$ cat src/design/gmm_pkg.sv
// Shared types, constants and fixed-point helpers for the matrix multiply block.
`default_nettype none
package gmm_pkg;
  localparam int MAX_DIM   = 16;
  localparam int FRAC_BITS = 16;
  localparam int DIM_W     = $clog2(MAX_DIM);
  localparam int SIZE_W    = 5;
  localparam int ADDR_W    = $clog2(MAX_DIM * MAX_DIM);
  localparam int DEPTH     = MAX_DIM * MAX_DIM;
  localparam int WORD_W    = 32;
  localparam int PADDR_W   = 5;

  localparam logic signed [WORD_W-1:0] FX_ONE  = WORD_W'(64'd1 << FRAC_BITS);
  localparam logic signed [WORD_W-1:0] FX_ZERO = '0;

  typedef enum logic [2:0] {
    CMD_LOAD_A  = 3'd0,
    CMD_LOAD_B  = 3'd1,
    CMD_LOAD_C  = 3'd2,
    CMD_COMPUTE = 3'd3,
    CMD_READ_C  = 3'd4
  } cmd_t;

  typedef enum logic [2:0] {
    REG_ALPHA   = 3'd0,
    REG_BETA    = 3'd1,
    REG_TRANS_A = 3'd2,
    REG_TRANS_B = 3'd3,
    REG_ROWS    = 3'd4,
    REG_COLS    = 3'd5,
    REG_INNER   = 3'd6
  } reg_idx_t;

  typedef enum logic [3:0] {
    ST_IDLE,
    ST_RD,
    ST_CRD,
    ST_CDAT,
    ST_CW1,
    ST_CW2,
    ST_KSTART,
    ST_ABRD,
    ST_ABDAT,
    ST_T1,
    ST_T2,
    ST_U1,
    ST_U2,
    ST_CWR,
    ST_DONE
  } state_t;

  function automatic logic signed [WORD_W-1:0] sat_add(
    input logic signed [WORD_W-1:0] a,
    input logic signed [WORD_W-1:0] b
  );
    logic signed [WORD_W:0] s;
    s = {a[WORD_W-1], a} + {b[WORD_W-1], b};
    if (s[WORD_W] != s[WORD_W-1]) begin
      sat_add = s[WORD_W] ? {1'b1, {(WORD_W-1){1'b0}}} : {1'b0, {(WORD_W-1){1'b1}}};
    end else begin
      sat_add = s[WORD_W-1:0];
    end
  endfunction

  function automatic logic [ADDR_W-1:0] elem_addr(
    input logic [DIM_W-1:0] r,
    input logic [DIM_W-1:0] c
  );
    elem_addr = ADDR_W'(ADDR_W'(r) * ADDR_W'(MAX_DIM) + ADDR_W'(c));
  endfunction

  function automatic logic [SIZE_W-1:0] eff_dim(input logic [SIZE_W-1:0] v);
    eff_dim = (v > SIZE_W'(MAX_DIM)) ? SIZE_W'(MAX_DIM) : v;
  endfunction
endpackage
`default_nettype wire

$ cat src/design/gmm_fxmul.sv
// Two-stage fixed-point multiplier: product, then round half up and saturate.
`default_nettype none
module gmm_fxmul import gmm_pkg::*; (
  input  wire logic                     clk,
  input  wire logic signed [WORD_W-1:0] x,
  input  wire logic signed [WORD_W-1:0] y,
  output logic signed      [WORD_W-1:0] res_r
);
  localparam int PW = 2 * WORD_W;
  localparam logic [PW:0] RND = (PW+1)'((65'd1 << FRAC_BITS) >> 1);

  logic signed [PW-1:0] prod_r;
  logic signed [PW:0]   q;
  logic signed [PW:0]   sh;
  logic signed [WORD_W-1:0] res_nxt;

  always_comb begin
    q  = {prod_r[PW-1], prod_r} + $signed(RND);
    sh = q >>> FRAC_BITS;
    if (sh > $signed({{(PW-WORD_W+2){1'b0}}, {(WORD_W-1){1'b1}}})) begin
      res_nxt = {1'b0, {(WORD_W-1){1'b1}}};
    end else if (sh < $signed({{(PW-WORD_W+2){1'b1}}, {(WORD_W-1){1'b0}}})) begin
      res_nxt = {1'b1, {(WORD_W-1){1'b0}}};
    end else begin
      res_nxt = sh[WORD_W-1:0];
    end
  end

  always_ff @(posedge clk) begin
    prod_r <= x * y;
    res_r  <= res_nxt;
  end
endmodule
`default_nettype wire

$ cat config.mk
export PLATFORM = sky130hd
export DESIGN_NAME = gmm_fxmul
export DESIGN_NICKNAME = d
export VERILOG_FILES = /design/src/design/gmm_pkg.sv /design/src/design/gmm_fxmul.sv
export SDC_FILE = /design/constraint.sdc
export NUM_CORES = 2
export LEC_CHECK = 0
export ABC_AREA = 1
export BUFFER_PORTS_ARGS = -buffer_cell sky130_fd_sc_hd__buf_2
export CAP_MARGIN = 25
export CORE_MARGIN = 2
export CORE_UTILIZATION = 65
export DETAILED_ROUTE_END_ITERATION = 16
export PLACE_DENSITY = 0.83
export SLEW_MARGIN = 5
export SYNTH_ARGS = -nofsm -noshare
export SYNTH_HDL_FRONTEND = slang
export SYNTH_SLANG_ARGS = --single-unit
$ cat constraint.sdc
create_clock -name clk -period 23.4 [get_ports clk]
set_input_delay 3.51 -clock clk [delete_from_list [all_inputs] [get_ports clk]]
set_output_delay 3.51 -clock clk [all_outputs]
set_load 0.01 [all_outputs]
# Word-level counts from Yosys, hierarchy flattened
# Cells that the tools add are included.
# W data, S select, Z words.
[totals] ff_bits=96 input_bits=65 output_inout_bits=32 wordCells=7
[op_classes] add_sub_neg=1 mul=1 magnitude_cmp=2 muxes=1
[op_table] op="$add A64 B17 Y65 const B" n=1
[op_table] op="$mul A32 B32 Y64" n=1
[op_table] op="$gt A49 B32 Y1 const B" n=1
[op_table] op="$lt A49 B32 Y1 const B" n=1
[op_table] op="$mux W32" n=1

# Logic depth before layout (Yosys ltp)
[logic_depth] word_depth=3 depth_mapped=33 depth_no_buf=32

# Worst setup path before layout
# OpenSTA, ideal clock, no wires.
[synth_path] path_kind="input to register" start="in x[31]" end="reg prod_r[52]" setup_ps=112 t_arrival_ps=10161 t_required_ps=23288 setup_slack_ps=13127 stages=27 path_buffers=1 path_cell_list="clkbuf_1 > nand2_1 > inv_1 > fa_1 > inv_1 > fa_1 > inv_1 > fa_1 > fa_1 > inv_1 > fa_1 > inv_1 > fa_1 > inv_1 > fa_1 > inv_1 > fa_1 > ha_1 > a21oi_1 > inv_1 > a31oi_1 > o21ai_0 > o21bai_1 > a21oi_1 > nand2_1 > nand2_1 > nand2_1"
[synth_via] elab_chain_cells=1
[synth_rtl] element="start: declaration" line="gmm_fxmul.sv:5" text="input wire logic signed [WORD_W-1:0] x,"
[synth_rtl] element="$mul A32 B32 Y64" line="gmm_fxmul.sv:30" text="prod_r <= x * y;"
[synth_rtl] element="end signal: assignment" line="gmm_fxmul.sv:30"
[synth_rtl] element="end: declaration" line="gmm_fxmul.sv:12" text="logic signed [PW-1:0] prod_r;"
# Every way passes these cells.
# A chain may end at the register's enable or synchronous reset.

# Worst setup path after layout
[layout_path] start="in y[2]" end="reg prod_r[58]"
[layout_via] elab_chain_cells=1
[layout_rtl] element="start: declaration" line="gmm_fxmul.sv:6" text="input wire logic signed [WORD_W-1:0] y,"
[layout_rtl] element="$mul A32 B32 Y64" line="gmm_fxmul.sv:30"
# Every way passes these cells.

==> impl_metrics.yaml <==
status:
  status: "finished, final reports clean"
clocking:
  cts_sinks: 81
  cts_buffers: 9
  hold_buffers: 0
  htree_levels: 3
  cts.clk_slew.worst_paths_ns: 0.07
  cts-root-buf: "clkbuf_16"
  clockBufferDepth: 2
  cts_tree: "yes"
  cts_resized: 0
  clkLatencyLatePin_ns: 0.35
  cts_setup_buffers: 0
place:
  dpl_cell_area_mm2: 0.0421
  place.gp.congestion: 1.02
  dpl.hpwl_mm: 92.1
  portBuffers: 96
timing:
  timing.fmax_mhz: 88.7
  skew_ns: 0.00930
  finalSetupViolations: 0
  fin_crit_ns: 11.28
  hold_viol_final: 0
  rsz0062_at_grt: "no"
  maxSlewHeadroom_pct: 31.7
  tns_ns: 0
  finalMaxSlewViolations: 0
  worst_pin_slew_ns: 1.02
  hold_slack_ns: 0.573
  min_period_over_period_pct: 48.2
routing:
  vias: 32503
  drt_first_pass_iters: 6
  viasPerCell: 5.40
  wl_mm: 109
  drt_iter0_drc: 2424
  ant_nets: 0
  drc: 0
  avgRoutedWirePerCell_um: 18.2
die:
  dieArea_mm2: 0.0655
  chipHeight_um: 256
  start_util_pct: 65.5
  io_pins: 97
  fp.dieW_um: 256
  core_area_mm2: 0.0630
  rows: 92
finish:
  nets: 6493
  drive_above_1_share_pct: 2.80
  final_common_cell: "inv_1"
  final_cell_mix: "1663 x inv_1, 1408 x nand2_1, 1081 x fa_1"
  finalInstanceArea_mm2: 0.0424
  area_growth_pct: 2.81
setup_path:
  critPathMaxStageDelay_ns: 1.05
  worst_path_max_delay_cell: "fa_1"
  r2r-start: "prod_r[15]$_DFF_P_"
  crit_arrival_ns: 11.52
  startpoint_type: "input pin"
  crit_top_cell: "fa_1"
  crit_fanout: 32
  criticalPathCategory: "input pin to flip-flop"
  startpoint: "y[2]"
  required_ns: 23.64
  end_kind: "flip-flop"
yosys:
  netlist_instances: 5246
  yosys.cell_types.count: 39
  syn_avg_cell_area_um2: 7.86
  synth_seq_cells: 81
  yosys_warnings: 0
  synthArstFlopShare_pct: 0
  syn_nets: 6573
  yosysSeqAreaShare_pct: 3.93
  ys.flop_type: "dfxtp_1"
  synth_edf_count: 0
  syn_area_mm2: 0.0413
global_routing:
  grt_pass1_vias: 36308
  gr-total-overflow: 0
  grt_util_all_layers_pct: 35.4
  grt_start_max_net_pins: 33
  antenna_found_initial: 6
  grt_pass1_wl_mm: 183
worst_hold_path:
  holdCritStartpoint: "prod_r[63]$_DFF_P_"
  hp-class: "flip-flop to flip-flop"
flow_run:
  maxCapViolCount: 0
## sequential cells by signal, summed over array words and instances (netlist names)
| name | count |
|---|---|
| prod_r | 49 |
| res_r | 32 |
## layer usage
metal | routed length, um | GRT usage [%] | up-vias | part of all wire [%]
met3 | 9120 | 4.72 | 430 | 8.3
met4 | 5860 | 16.0 | 8 | 5.4
met1 | 40300 | 44.2 | 16130 | 37
li1 | - | - | 14299 | -
met2 | 54000 | 61.6 | 1636 | 49
met5 | 53 | 0 | - | 0.048
## cell usage after synthesis (all sizes together) (2+ instances only)
cell	count	area, um^2
a21o	8	60.1
a31oi	10	62.6
o211ai	7	52.6
ha	181	2260
nor4	3	18.8
o21bai	14	105
dfxtp	81	1620
a31o	2	17.5
fa	1081	21600
and3	4	25.0
a21boi	6	45.0
o21a	5	37.5
xor2	58	508
o21ai	46	230
clkbuf	192	721
o221ai	2	17.5
buf	6	56.3
nor2	254	1010
nand3	60	305
inv	1664	6250
nor3	9	50.1
nand3b	3	22.5
nand4	24	150
xnor2	23	201
nand2	1413	5330
or2	4	25.0
a21oi	83	415
## critical path: cells and delay by family
kind / cells / cell delay, ns
simple gates: 3 / 0.29
compound gates: 5 / 1.07
fa+ha+maj: 9 / 5.19
buf+inv: 8 / 1.41
## cell families after synthesis
kind of cell    share of synthesized area [%]
compound gates                           2.57
xor+xnor                                 1.72
simple gates                             16.8
flops                                    3.93
fa+ha+maj                                57.9
buf+inv                                  17.0
## worst paths after layout
| check | slack, ns | cells past startpoint | endpoint |
|---|---|---|---|
| worst max-delay path | 12.12 | 25 | prod_r[58]$_DFF_P_ |
| worst min-delay path | 0.57 | 2 | res_r[31]$_SDFF_PN0_ |
| worst max register to register | 20.44 | 14 | res_r[14]$_SDFF_PN1_ |
| worst min register to register | 0.57 | 2 | res_r[31]$_SDFF_PN0_ |
## through the flow
stage	utilization [%]	std cells	setup WS, ns
3_5_place_dp	66.9	6001	11.89
6_report	67.4	6019	12.12
5_1_grt	67.4	6017	11.73
3_3_place_gp	66.9	6001	12.05
4_1_cts	67.4	6017	12.24
2_1_floorplan	-	5246	13.13
## cell type report
class	instances	area, um^2
diodes	2	5.00
clock buffers	9	225
clock inverters	7	86.3
fillers	5159	20500
inverters	1664	6250
multi-input cells	3303	32600
flip-flops and latches	81	1620
well taps	846	1060
repair buffers	107	563
Power is not shown: default switching activity piles up to over one toggle a cycle in this logic, so the estimate is an artifact.
